### config.mk
export PLATFORM = sky130hd
export DESIGN_NAME = nearest_exon_region_classifier_flat
export DESIGN_NICKNAME = d
export VERILOG_FILES = /design/src/hdl/nerc_pkg.sv /design/src/hdl/nerc_if.sv /design/src/hdl/nearest_exon_region_classifier.sv /design/src/flat_wrapper.sv
export SDC_FILE = /design/constraint.sdc
export NUM_CORES = 1
export LEC_CHECK = 0
export ABC_CLOCK_PERIOD_IN_PS = 3400
export BUFFER_PORTS_ARGS = -buffer_cell sky130_fd_sc_hd__clkbuf_2
export CORE_AREA = 2 2 165 167
export CTS_CLUSTER_DIAMETER = 100
export DETAILED_ROUTE_END_ITERATION = 16
export DIE_AREA = 0 0 167 169
export GPL_TIMING_DRIVEN = 0
export MAX_ROUTING_LAYER = met4
export PLACE_DENSITY = 0.74
export SYNTH_ARGS = -nofsm -noshare
export SYNTH_HDL_FRONTEND = slang
export SYNTH_SLANG_ARGS = --single-unit
### constraint.sdc
create_clock -name clk -period 3.4 [get_ports clk]
set_input_delay 0.51 -clock clk [delete_from_list [all_inputs] [get_ports clk]]
set_output_delay 0.51 -clock clk [all_outputs]
set_load 0.1 [all_outputs]
### src/hdl/nerc_pkg.sv
// Package for the nearest exon region classifier.
// Holds field widths, the exon index limit, region class codes and payload types.
// No dependencies.
`timescale 1ns / 1ps

package nerc_pkg;

	localparam int COORD_W   = 31;
	localparam int INDEX_W   = 10;
	localparam int CLASS_W   = 2;
	localparam int MAX_EXONS = 1024;

	// Exon index saturates at the smaller of MAX_EXONS-1 and the index field's maximum.
	localparam int INDEX_FIELD_MAX = (1 << INDEX_W) - 1;
	localparam int INDEX_CAP_INT   = (MAX_EXONS - 1 < INDEX_FIELD_MAX) ?
		(MAX_EXONS - 1) : INDEX_FIELD_MAX;
	localparam logic [INDEX_W-1:0] INDEX_CAP = INDEX_CAP_INT[INDEX_W-1:0];

	// Region class codes
	localparam logic [CLASS_W-1:0] CLASS_UTR5   = 2'd0;
	localparam logic [CLASS_W-1:0] CLASS_UTR3   = 2'd1;
	localparam logic [CLASS_W-1:0] CLASS_INTRON = 2'd2;

	typedef struct packed {
		logic [COORD_W-1:0] query_start;
		logic [COORD_W-1:0] query_end;
		logic [COORD_W-1:0] exon_start;
		logic [COORD_W-1:0] exon_end;
		logic               minus_strand;
		logic               last_exon;
	} exon_item_t;

	typedef struct packed {
		logic [CLASS_W-1:0] region_class;
		logic [INDEX_W-1:0] nearest_index;
		logic [COORD_W-1:0] nearest_distance;
	} region_item_t;

endpackage

### src/hdl/nerc_if.sv
// Valid/ready channel interfaces for the nearest exon region classifier.
// Depends on nerc_pkg for the payload types.
`timescale 1ns / 1ps

interface nerc_exon_if import nerc_pkg::*; ();
	logic       valid;
	logic       ready;
	exon_item_t data;

	modport source (output valid, output data, input ready);
	modport sink (input valid, input data, output ready);
endinterface

interface nerc_region_if import nerc_pkg::*; ();
	logic         valid;
	logic         ready;
	region_item_t data;

	modport source (output valid, output data, input ready);
	modport sink (input valid, input data, output ready);
endinterface

### src/hdl/nearest_exon_region_classifier.sv
// Nearest exon region classifier: takes the exons of one transcript, one item per
// cycle, and emits one region class item on the exon marked last. The exon channel
// accepts an item every cycle while the result side keeps up; the input stage forms
// the exon-to-query distance and registers it, the second stage folds it into the
// running minimum and loads the result register, so a last exon reaches the output
// through the stage 1 and result registers. Only a stalled result held over a further last
// exon stops the exon channel. Exon indexes saturate at 1023; after a last exon the
// block starts a new transcript at index 0.
// Depends on nerc_pkg and the channel interfaces in nerc_if.sv.
`timescale 1ns / 1ps

module nearest_exon_region_classifier import nerc_pkg::*; (
	input  logic                 clk,
	input  logic                 arst_n,
	nerc_exon_if.sink            exon,
	nerc_region_if.source        result
);

	// Stage 1 registers
	logic               valid_s1;
	logic [COORD_W-1:0] dist_s1;
	logic               minus_s1;
	logic               last_s1;

	// Running state
	logic [INDEX_W-1:0] exon_count_q;
	logic [COORD_W-1:0] best_dist_q;
	logic [INDEX_W-1:0] best_index_q;

	// Result register
	logic               res_valid_q;
	region_item_t       res_data_q;

	logic               exon_fire;
	logic               out_free;
	logic               adv_s1;
	logic [COORD_W-1:0] diff_end;
	logic [COORD_W-1:0] diff_start;
	logic [COORD_W-1:0] dist_in;
	logic               take;
	logic [COORD_W-1:0] best_dist_new;
	logic [INDEX_W-1:0] best_index_new;
	logic [CLASS_W-1:0] class_new;
	logic               at_first;
	logic               at_last;

	// Handshake: stage 1 advances unless it holds a last exon and the result is stuck
	assign out_free  = !res_valid_q || result.ready;
	assign adv_s1    = valid_s1 && (!last_s1 || out_free);
	assign exon.ready = !valid_s1 || adv_s1;
	assign exon_fire = exon.valid && exon.ready;

	// Distance from the query to the incoming exon
	always_comb begin
		diff_end = (exon.data.exon_end >= exon.data.query_start) ?
			(exon.data.exon_end - exon.data.query_start) :
			(exon.data.query_start - exon.data.exon_end);
		diff_start = (exon.data.exon_start >= exon.data.query_end) ?
			(exon.data.exon_start - exon.data.query_end) :
			(exon.data.query_end - exon.data.exon_start);
		dist_in = (exon.data.exon_start < exon.data.query_start) ? diff_end : diff_start;
	end

	// Stage 1 valid
	always_ff @(posedge clk or negedge arst_n) begin
		if (!arst_n) begin
			valid_s1 <= 1'b0;
		end else if (exon.ready) begin
			valid_s1 <= exon.valid;
		end
	end

	// Stage 1 payload
	always_ff @(posedge clk) begin
		if (exon_fire) begin
			dist_s1  <= dist_in;
			minus_s1 <= exon.data.minus_strand;
			last_s1  <= exon.data.last_exon;
		end
	end

	// Fold the distance into the running minimum and classify
	always_comb begin
		take           = (exon_count_q == '0) || (dist_s1 < best_dist_q);
		best_dist_new  = take ? dist_s1 : best_dist_q;
		best_index_new = take ? exon_count_q : best_index_q;
		at_first       = (best_index_new == '0);
		at_last        = (best_index_new == exon_count_q);
		if ((at_first && !minus_s1) || (at_last && minus_s1)) begin
			class_new = CLASS_UTR5;
		end else if ((at_first && minus_s1) || (at_last && !minus_s1)) begin
			class_new = CLASS_UTR3;
		end else begin
			class_new = CLASS_INTRON;
		end
	end

	// Running state: advance on each exon, clear after the last one
	always_ff @(posedge clk or negedge arst_n) begin
		if (!arst_n) begin
			exon_count_q <= '0;
			best_dist_q  <= '0;
			best_index_q <= '0;
		end else if (adv_s1) begin
			if (last_s1) begin
				exon_count_q <= '0;
				best_dist_q  <= '0;
				best_index_q <= '0;
			end else begin
				best_dist_q  <= best_dist_new;
				best_index_q <= best_index_new;
				if (exon_count_q < INDEX_CAP) begin
					exon_count_q <= exon_count_q + 1'b1;
				end
			end
		end
	end

	// Result valid: load on a last exon, drop when taken
	always_ff @(posedge clk or negedge arst_n) begin
		if (!arst_n) begin
			res_valid_q <= 1'b0;
		end else if (adv_s1 && last_s1) begin
			res_valid_q <= 1'b1;
		end else if (result.ready) begin
			res_valid_q <= 1'b0;
		end
	end

	// Result payload
	always_ff @(posedge clk) begin
		if (adv_s1 && last_s1) begin
			res_data_q.region_class     <= class_new;
			res_data_q.nearest_index    <= best_index_new;
			res_data_q.nearest_distance <= best_dist_new;
		end
	end

	assign result.valid = res_valid_q;
	assign result.data  = res_data_q;

endmodule

### src/flat_wrapper.sv
// flat-port wrapper written by rule: the top's interface ports become plain ports
module nearest_exon_region_classifier_flat import nerc_pkg::*;
  (clk, arst_n, exon_valid, exon_data, exon_ready, result_valid, result_data, result_ready);
  nerc_exon_if exon_i ();
  nerc_region_if result_i ();
  input  logic clk;
  input  logic arst_n;
  input wire logic [$bits(exon_i.valid)-1:0] exon_valid;
  input wire logic [$bits(exon_i.data)-1:0] exon_data;
  output wire logic [$bits(exon_i.ready)-1:0] exon_ready;
  output wire logic [$bits(result_i.valid)-1:0] result_valid;
  output wire logic [$bits(result_i.data)-1:0] result_data;
  input wire logic [$bits(result_i.ready)-1:0] result_ready;
  assign exon_i.valid = exon_valid;
  assign exon_i.data = exon_data;
  assign exon_ready = exon_i.ready;
  assign result_valid = result_i.valid;
  assign result_data = result_i.data;
  assign result_i.ready = result_ready;
  nearest_exon_region_classifier u_core (.clk(clk), .arst_n(arst_n), .exon(exon_i), .result(result_i));
endmodule
==> out/qor.yml, run 1 <==
status: "completed"
syn_nets: 1955
r2r_setup_slack_ns: 0.07
cp_max_fo: 9
drt_iter0_drc: 1251
hold_slack_ns: 0.1306
placed_area_mm2: 0.01493
yosysSeqAreaShare_pct: 26.54
setup-violations-final: 0
worst_ep_required_time_ns: 3.54
die_area_mm2: 0.02822
avgSynthCellArea_um2: 8.307
syn_area_mm2: 0.01360
hold_violations: 0
fmax_mhz: 295.1
ys_warn_count: 0
tightest_slew_ns: 0.9197
grt-busiest-layer: "met2"
finalCritPeriodShare_pct: 99.66
vias_per_cell: 5.947
max_slew_margin_pct: 38.32
dr.pass1.iters: 6
clkSlewWorstSetupHoldPaths_ns: 0.06
dp_hpwl_um: 34530
async_reset_ff_share_pct: 41.09
final_cell_mix: "inv_1, clkbuf_2, ha_1, nand2_1, a21oi_1"
rr_endpoint: "u_core.result.data[41]$_SDFFCE_PP0P_"
h-tree-depth: 4
cts_made_buffers: 17
drive_gt1_share_pct: 24.23
drc: 0
synth_edf_count: 76
slew_viol_final: 0
hold_class: "input port to async pin"
met1_usage_pct: 40.74
grt_pass1_vias: 12722
portBuffers: 174
routedWlPerCell_um: 19.86
area_growth_syn_to_layout_pct: 23.44
p_leak_nw: 8.001
fin_nets: 2191
startpoint_type: "input port"
synthCells: 1637
gp_congestion: 0.9631
min_period_ns: 3.389
cts-root-to-sink-buffers: 2
cp_data_arrival_time_ns: 3.53
die_h_um: 169
crit-reg2reg-launch: "u_core.best_dist_q[8]$_DFFE_PN0P_"
antenna_found_initial: 0
clock_skew_ns: 0.008547
dieWidth_um: 167
cts_sinks: 129
synth.distinct_cells: 90
stdcell_area_mm2: 0.01679
vias: 13243
max-cap-violations: 0
tritoncts: "done"
gr-usage-met2_pct: 50.60
diodes: 0
routed_wl_um: 44230
power.density_mw_per_mm2: 478.3
irDropWorstVdd_uv: 794.7
start_util_pct: 51.31
hold_buffers: 0
final_common_cell: "inv_1"
grt_use_total_pct: 31.04
rsz0062_at_grt: "true"
reg2regPathDepth: 12
grt_max_degree: 54
gr-total-overflow: 0
cts-root-buf: "clkbuf_16"
critical_path_class: "input port to flip-flop"
synth_flop_cell: "edfxtp_1"
core_area_mm2: 0.02650
rows: 60
io-pin-count: 175
worstSkewPairLatency_ns: 0.41
synth-seq-cells: 129
grt_pass1_wl_um: 67780
detail-route-antenna-nets: 0
crit_path_end_kind: "flip-flop"
use_met3_pct: 2.408
where the power goes:
group	internal (mW)	switching, mW
combinational	1.42	2.64
sequential	2.03	0.155
clock	1.10	0.676
total	4.56	3.47
per-layer routing:
layer  vias up  share of wire (%)
li1       6358                  -
met5         -                  0
met4         0                3.2
met3        93                4.9
met1      6265                 44
met2       527                 48
cells in the mapped netlist, drive strengths merged (14+ instances only):
library cell	count	area, um2
mux2i	21	210.2
xnor2	38	332.8
ha	184	2302
nand2b	17	106.4
nand4	32	200.2
dfrtp	53	1326
mux2	16	183.9
a21o	72	540.5
nand3	28	140.1
a31oi	14	87.58
buf	46	234.0
nor2b	22	137.6
a211oi	17	137.6
xor2	29	254.0
clkbuf	36	135.1
edfxtp	76	2282
o21bai	25	191.4
nand2	136	510.5
nor3	29	145.1
o21ai	113	565.5
a22o	40	350.3
and3	15	93.84
inv	187	701.9
a21oi	137	700.7
nor2	104	395.4
through the flow:
stage	total power, mW	util, %	std cells	setup slack [ns]	setup TNS [ns]
after floorplan	4.776	-	1637	0.01398	0
after global placement	5.691	56.23	2152	-1.203	-53.85
after detailed placement	5.753	56.35	2153	-1.109	-52.35
after CTS	7.736	60.29	2198	-0.008639	-0.01009
after global routing	8.443	63.34	2227	-0.07880	-0.3366
final	8.028	63.34	2227	0.01149	0
how the worst max path moves through the flow:
stage	startpoint	endpoint	slack, ns	depth (start not counted)
after detailed placement	exon_data[53]	u_core.dist_s1[26]$_DFFE_PP_	-1.11	14
after CTS	exon_data[4]	u_core.dist_s1[28]$_DFFE_PP_	-0.009	16
after global routing	exon_data[53]	u_core.dist_s1[29]$_DFFE_PP_	-0.08	17
after floorplan	exon_data[30]	u_core.dist_s1[29]$_DFFE_PP_	0.01	15
after global placement	exon_data[23]	u_core.dist_s1[29]$_DFFE_PP_	-1.20	15
final	exon_data[55]	u_core.dist_s1[24]$_DFFE_PP_	0.01	15
repair_timing:
| item | CTS | global route |
|---|---|---|
| setup buffers | 19 | 30 |
| pin swaps | 31 | 56 |
| gates cloned | 1 | 3 |
| endpoints found under the setup margin | 110 | 84 |
| gates resized for setup | 83 | 154 |
| endpoints found under the hold margin | 0 | 0 |
cell type report:
type / count / area (um2)
multi-input combinational: 1239 / 9637
timing repair buffer: 227 / 1333
clock buffer: 20 / 446.7
buffer: 71 / 495.5
clock inverter: 12 / 133.9
sequential: 129 / 3608
inverter: 188 / 705.7
tap: 341 / 426.7
fill: 2275 / 9714
cell families (layout without fill, tap and decap cells):
group                      after synthesis  count (layout)  share of synthesized area (%)
AOI/OAI and AO/OA                      523             524                          26.01
xor gates and xnor gates                67              67                          4.315
adders and majority gates              188             188                          17.52
buffers and inverters                  270             518                          7.904
DFF                                    129             129                          26.54
muxes                                   37              37                          2.898
and+or+nand+nor                        423             423                          14.81
registers in the layout (all words and copies together) (netlist names):
signal and flops:
u_core.minus_s1 1, u_core.dist_s1 31, u_core.best_index_q 10, u_core.exon_count_q 10
u_core.best_dist_q 31, u_core.result.valid 1, u_core.valid_s1 1, u_core.last_s1 1
u_core.result.data 43
critical path: stages:
cell and delay [ns]:
clkbuf_2 0.16, inv_1 0.06, ha_1 0.27, buf_2 0.19
nand2_1 0.14, nor2_4 0.19, nand2_1 0.15, a211o_4 0.33
a21o_4 0.27, a221o_1 0.40, o31ai_4 0.11, o221ai_2 0.21
xnor2_1 0.26, nand2b_1 0.16, nand3_2 0.09
No activity file was read; power rests on OpenSTA's default activity.
==> run 2: changes to the inputs <==
--- a/config.mk
+++ b/config.mk
@@ -5,15 +5,15 @@
 export SDC_FILE = /design/constraint.sdc
 export NUM_CORES = 1
 export LEC_CHECK = 0
-export ABC_CLOCK_PERIOD_IN_PS = 3400
+export ABC_CLOCK_PERIOD_IN_PS = 3900
 export BUFFER_PORTS_ARGS = -buffer_cell sky130_fd_sc_hd__clkbuf_2
-export CORE_AREA = 2 2 165 167
+export CORE_AREA = 2 2 118 234
 export CTS_CLUSTER_DIAMETER = 100
 export DETAILED_ROUTE_END_ITERATION = 16
-export DIE_AREA = 0 0 167 169
+export DIE_AREA = 0 0 120 236
 export GPL_TIMING_DRIVEN = 0
 export MAX_ROUTING_LAYER = met4
-export PLACE_DENSITY = 0.74
+export PLACE_DENSITY = 0.71
 export SYNTH_ARGS = -nofsm -noshare
 export SYNTH_HDL_FRONTEND = slang
 export SYNTH_SLANG_ARGS = --single-unit
==> constraint.sdc (replaced) <==
create_clock -name clk -period 3.9 [get_ports clk]
set_input_delay 0.585 -clock clk [delete_from_list [all_inputs] [get_ports clk]]
set_output_delay 0.585 -clock clk [all_outputs]
set_load 0.1 [all_outputs]
==> out/qor.yml, run 2 (synthesis gave the netlist of run 1 again) <==
gp_congestion: 0.9868  # +2.5%
path_buf_inv: 4  # +1
detail-route-antenna-nets: 0  # unchanged
fin_setup_tns_ns: 0  # unchanged
cts-root-to-sink-buffers: 2  # unchanged
power_mw: 6.604  # -18%
critical_path_class: "input port to flip-flop"
largest_register_ffs: 43  # unchanged
stdcell_area_mm2: 0.01571  # -6.4%
slew_viol_final: 0  # unchanged
hold_buffers: 0  # unchanged
finalCritPeriodShare_pct: 98.93
grt_use_total_pct: 29.99  # -1.0 points
tightest_slew_ns: 0.8439  # -0.07576 ns
cp_max_fo: 10  # +1
io-pin-count: 175  # unchanged
hold_violations: 0  # unchanged
path_delay_family: "compound AO/OA/AOI/OAI gates"
placed_area_mm2: 0.01494  # about the same
cts_made_buffers: 17  # unchanged
clkSlewWorstSetupHoldPaths_ns: 0.05  # about the same
critPathMaxStageDelay_ns: 0.37  # -0.03 ns
fillers: 2494  # +9.6%
start_util_pct: 50.94  # -0.37 points
cp_common_cell: "a21boi_4"
dr.pass1.iters: 5  # -1
die_area_mm2: 0.02832  # +0.34%
drt_iter0_drc: 886  # -29%
drc: 0  # unchanged
clock_skew_ns: 0.005740  # -0.002807 ns
crit_path_end_kind: "flip-flop"
grt_pass1_vias: 12403  # -2.5%
irDropWorstVdd_uv: 347.7  # -56%
h-tree-depth: 4  # unchanged
core_area_mm2: 0.02669  # +0.73%
dieWidth_um: 120  # -28%
power.density_mw_per_mm2: 420.3  # -12%
gr-total-overflow: 0  # unchanged
grt_pass1_wl_um: 64690  # -4.6%
die_h_um: 236  # +40%
cp_slowest_cell: "nor4_4"
p_leak_nw: 7.624  # -4.7%
startpoint_type: "input port"
hold_class: "input port to async pin"
cp_cell_sequence: "clkbuf_2 -> inv_1 -> ha_1 -> buf_2 -> and3_1 -> nand2_1 -> nor4_4 -> a21boi_4 -> or3_1 -> buf_4 -> mux2i_1 -> o21a_1 -> o211ai_2 -> a21boi_4 -> xor2_1 -> o21ai_0"
fin_nets: 2149  # -1.9%
min_period_ns: 3.858
portBuffers: 174  # unchanged
antenna_found_initial: 0  # unchanged
grt_max_degree: 54  # unchanged
final_common_cell: "inv_1"
max_slew_margin_pct: 43.74  # +5.4 points
routed_wl_um: 41450  # -6.3%
fmax_mhz: 259.2
worst_ep_required_time_ns: 4.04  # +0.50 ns
dp_hpwl_um: 32980  # -4.5%
tritoncts: "done"
vias_per_cell: 5.899  # -0.80%
final_cell_mix: "inv_1, ha_1, clkbuf_2, nand2_1, a21oi_1"
diodes: 0  # unchanged
cp_data_arrival_time_ns: 4.00  # +0.47 ns
max-cap-violations: 0  # unchanged
cts_sinks: 129  # unchanged
routedWlPerCell_um: 18.91  # -4.8%
rows: 85  # +42%
cts-root-buf: "clkbuf_16"
area_growth_syn_to_layout_pct: 15.54
setup-violations-final: 0  # unchanged
worstSkewPairLatency_ns: 0.41  # about the same
status: "completed"
drive_gt1_share_pct: 16.92  # -7.3 points
vias: 12931  # -2.4%
## run 2: changes by cell type in the layout (fill, tap and decap cells not counted), sizes merged
cell / previous run / this run
clkinvlp: 2 / 0
clkinv: 8 / 6
buf: 96 / 49
inv: 188 / 187
a31oi: 15 / 14
clkbuf: 222 / 233
## run 2: through the flow
stage	instances	setup slack, ns	hold WS (ns)	util [%]
4_1_cts	2193	0.003553	0.2945	58.23
3_5_place_dp	2161	-0.7095	0.4920	55.97
6_report	2192	0.04172	0.2635	58.86
3_3_place_gp	2159	-0.8077	0.4884	55.83
2_1_floorplan	1637	0.2532	0.2894	-
5_1_grt	2192	-0.02642	0.3296	58.86
## run 2: per-layer routing
metal  share of wire [%]  vias up  GRT usage, %
met5                   0        -             -
met4                 7.0        0         18.47
met3                 5.2      134         3.264
met2                  47      516         47.09
met1                  41     6006         36.67
li1                    -     6275             -
## run 2: report_power, final
group	internal [mW]	switching, mW	total, mW
logic	1.04	2.13	3.18
registers	1.78	0.140	1.92
clock network	0.982	0.531	1.51
## run 2: repair_timing
item                       in CTS  in global routing
gates resized for setup         8                 40
pin swaps                       0                  5
setup endpoints to repair      15                 34
buffers inserted                0                  2
## run 2: final timing paths
check	cells past startpoint	end	slack (ns)	startpoint
min in group clk	1	u_core.last_s1$_DFFE_PP_	0.35	exon_data[0]
max	16	u_core.dist_s1[22]$_DFFE_PP_	0.04	exon_data[26]
max in group asynchronous	1	u_core.best_index_q[7]$_DFFE_PN0P_	3.13	arst_n
min	1	u_core.valid_s1$_DFFE_PN0N_	0.26	arst_n
min reg2reg	1	u_core.best_dist_q[25]$_DFFE_PN0P_	0.50	u_core.best_dist_q[25]$_DFFE_PN0P_
max reg2reg	10	u_core.best_dist_q[26]$_DFFE_PN0P_	0.44	u_core.dist_s1[8]$_DFFE_PP_
## run 2: final cells by class
cell class	count	area, um2	area share, %
Buffer	79	377.9	2.405
Clock buffer	25	485.5	3.090
Clock inverter	7	81.33	0.5176
Inverter	188	705.7	4.492
Multi-Input combinational cell	1238	9104	57.94
Sequential cell	129	3608	22.97
Tap cell	348	435.4	2.771
Timing Repair Buffer	178	913.4	5.813
==> run 3: changes to the inputs <==
--- a/config.mk
+++ b/config.mk
@@ -5,12 +5,13 @@
 export SDC_FILE = /design/constraint.sdc
 export NUM_CORES = 1
 export LEC_CHECK = 0
+export ABC_AREA = 1
 export ABC_CLOCK_PERIOD_IN_PS = 3900
 export BUFFER_PORTS_ARGS = -buffer_cell sky130_fd_sc_hd__clkbuf_2
-export CORE_AREA = 2 2 118 234
+export CORE_AREA = 2 2 123 245
 export CTS_CLUSTER_DIAMETER = 100
 export DETAILED_ROUTE_END_ITERATION = 16
-export DIE_AREA = 0 0 120 236
+export DIE_AREA = 0 0 125 247
 export GPL_TIMING_DRIVEN = 0
 export MAX_ROUTING_LAYER = met4
 export PLACE_DENSITY = 0.71
==> out/qor.yml, run 3 <==
synth_top_cell_area_share_pct: 15.39  # -1.5 points
drive_gt1_share_pct: 14.68  # -2.2 points
hold_slack_ns: 0.2716  # +0.008100 ns
h-tree-depth: 4  # unchanged
synth_top_area_cell: "ha_1"
setup_slack_ns: 0.4171  # +0.3754 ns
placed_area_mm2: 0.01630  # +9.1%
gp_congestion: 1.000  # +1.3%
hold_buffers: 0  # unchanged
synth_common_cells: "nand2_1, inv_1, a21oi_1, ha_1, nor2_1"
grt_max_degree: 54  # unchanged
cts_sinks: 129  # unchanged
ys_warn_count: 0  # unchanged
synth_flop_cell: "edfxtp_1"
drt_iter0_drc: 1082  # +22%
cp_data_arrival_time_ns: 3.66  # -0.34 ns
max_slew_margin_pct: 43.24  # -0.50 points
synthCells: 2162  # +32%
fin_util_pct: 57.86  # -1.0 points
vias: 14744  # +14%
crit_path_end_kind: "flip-flop"
dieWidth_um: 125  # +4.2%
clock_skew_ns: 0.008377  # +0.002637 ns
syn_area_mm2: 0.01496  # +10%
die_h_um: 247  # +4.7%
die_area_mm2: 0.03088  # +9.0%
power_mw: 8.052  # +22%
setup-violations-final: 0  # unchanged
cts_setup_buffers: 0  # unchanged
max-cap-violations: 0  # unchanged
fin_nets: 2675  # +24%
worst_ep_required_time_ns: 4.08  # +0.04 ns
slew_viol_final: 0  # unchanged
critical_path_class: "input port to flip-flop"
fmax_mhz: 287.1  # +11%
io-pin-count: 175  # unchanged
finalCritPeriodShare_pct: 89.31  # -9.6 points
cp_max_fo: 10  # unchanged
largest_register_ffs: 43  # unchanged
irDropWorstVdd_uv: 530.0  # +52%
detail-route-antenna-nets: 0  # unchanged
rsz0062_at_grt: "false"
cp_slowest_cell: "clkbuf_1"
yosys-top-cells-area: "ha_1, edfxtp_1, nand2_1"
drc: 0  # unchanged
post_cts_resized: 0  # -8
synth.most_common_cell: "nand2_1"
critPathMaxStageDelay_ns: 0.52  # +0.15 ns
pwr-share-clk_pct: 18.6  # -4.3 points
fin_setup_tns_ns: 0  # unchanged
vias_per_cell: 5.393  # -8.6%
dp_hpwl_um: 39280  # +19%
grt_use_total_pct: 31.16  # +1.2 points
instances_no_fill: 2734  # +25%
cts-root-buf: "clkbuf_16"
dr.pass1.iters: 6  # +1
multi_input_area_mm2: 0.009505  # +4.4%
startpoint_type: "input port"
power_frac_comb_pct: 55.4  # +7.3 points
yosysSeqAreaShare_pct: 24.13  # -2.4 points
min_period_ns: 3.483  # -0.3754 ns
routed_wl_um: 47160  # +14%
core_area_mm2: 0.02918  # +9.3%
hold_class: "input port to async pin"
grt_pass1_vias: 13789  # +11%
place_ws_ns: 0.006554  # +0.7160 ns
power.density_mw_per_mm2: 477.0  # +13%
status: "completed"
hold_violations: 0  # unchanged
synth-seq-cells: 129  # unchanged
syn_nets: 2480  # +27%
async_reset_ff_share_pct: 41.09  # unchanged
diodes: 0  # unchanged
p_leak_nw: 8.884  # +17%
seqPwrFrac_pct: 26.0  # -3.0 points
stdcell_area_mm2: 0.01688  # +7.4%
antenna_found_initial: 0  # unchanged
synth_edf_count: 76  # unchanged
placedCellCount: 2701  # +25%
tritoncts: "done"
p_int_mw: 4.114  # +8.2%
portBuffers: 174  # unchanged
grt_pass1_wl_um: 73720  # +14%
synth.distinct_cells: 53  # -41%
cts-root-to-sink-buffers: 2  # unchanged
avgSynthCellArea_um2: 6.917  # -17%
clkSlewWorstSetupHoldPaths_ns: 0.06  # about the same
start_util_pct: 51.26  # +0.32 points
fillers: 2945  # +18%
p_switching_mw: 3.938  # +41%
p_sw_share_pct: 48.91  # +6.5 points
area_growth_syn_to_layout_pct: 12.87
tightest_slew_ns: 0.8515  # +0.007515 ns
cp_cell_sequence: "clkbuf_2 -> inv_1 -> ha_1 -> a21oi_1 -> nand2_1 -> nand3_1 -> nand2_1 -> a21oi_1 -> nor2_1 -> o21ai_0 -> nand2_1 -> nand2_1 -> nand2_1 -> inv_1 -> clkbuf_1 -> nand3_1 -> and2_1"
seqCellArea_mm2: 0.003608  # unchanged
cp_common_cell: "nand2_1"
worstSkewPairLatency_ns: 0.43  # +0.02 ns
final_cell_mix: "nand2_1, inv_1, clkbuf_2, a21oi_1, ha_1"
routedWlPerCell_um: 17.25  # -8.8%
cts_made_buffers: 17  # unchanged
rows: 89  # +4.7%
gr-total-overflow: 0  # unchanged
final_common_cell: "nand2_1"
## run 3: cell types whose count changed in the layout (fill, tap and decap cells not counted), moves of 22 or more
| cell | before | now |
|---|---|---|
| a21o_1 | 71 | 16 |
| a21oi_1 | 134 | 184 |
| a22o_1 | 40 | 0 |
| inv_1 | 187 | 343 |
| nand2_1 | 134 | 505 |
| nand3_1 | 28 | 79 |
| nor2_1 | 99 | 124 |
| nor2b_1 | 22 | 0 |
| o21ai_1 | 6 | 34 |
| o22ai_1 | 2 | 40 |
| xor2_1 | 28 | 93 |
## run 3: power by group through the flow
stage | sequential, mW | combinational [mW] | clock (mW)
6_report | 2.09 | 4.46 | 1.50
3_3_place_gp | 2.10 | 4.35 | 0
5_1_grt | 2.13 | 4.94 | 1.57
3_5_place_dp | 2.11 | 4.41 | 0
2_1_floorplan | 2.75 | 2.62 | 0
4_1_cts | 2.09 | 4.43 | 1.52
## run 3: logic make-up after synthesis
group	after synthesis	share of synthesized area [%]
AO/OA/AOI/OAI	470	18.02
XOR/XNOR	110	6.442
adder cells (fa/ha/maj)	188	15.93
buffers and inverters	449	12.31
flip-flops	129	24.13
AND/OR/NAND/NOR	816	23.17
## run 3: final cells by class
class / instances / share of cell area, %
plain buffers: 86 / 2.824
clock buffers: 18 / 2.602
clock inverters: 14 / 0.6894
inverters: 363 / 8.087
multi-input cells: 1584 / 56.31
flip-flops and latches: 129 / 21.38
well taps: 364 / 2.698
repair buffers: 176 / 5.411
## run 3: critical path, delay by kind of cell
| kind | cells | cell delay [ns] |
|---|---|---|
| buf+inv | 4 | 0.85 |
| fa+ha+maj | 1 | 0.29 |
| compound gates | 3 | 0.50 |
| simple gates | 9 | 1.42 |
## run 3: routing by layer
layer,track usage [%],vias up,routed length (um)
li1,-,7431,-
met4,14.08,0,2301
met1,40.03,6745,20580
met3,2.099,88,2153
met2,50.58,480,22120
met5,-,-,0
## run 3: final timing paths
check / start / endpoint / slack [ns] / cells after the start
setup / recovery: exon_data[97] / u_core.dist_s1[18]$_DFFE_PP_ / 0.42 / 17
hold / removal: arst_n / u_core.best_index_q[6]$_DFFE_PN0P_ / 0.27 / 1
setup reg to reg: u_core.dist_s1[22]$_DFFE_PP_ / u_core.result.data[18]$_DFFE_PP_ / 1.11 / 13
hold reg to reg: u_core.best_dist_q[0]$_DFFE_PN0P_ / u_core.best_dist_q[0]$_DFFE_PN0P_ / 0.52 / 2
max in group asynchronous: arst_n / u_core.best_dist_q[0]$_DFFE_PN0P_ / 3.06 / 1
min in group clk: exon_data[1] / u_core.minus_s1$_DFFE_PP_ / 0.34 / 1
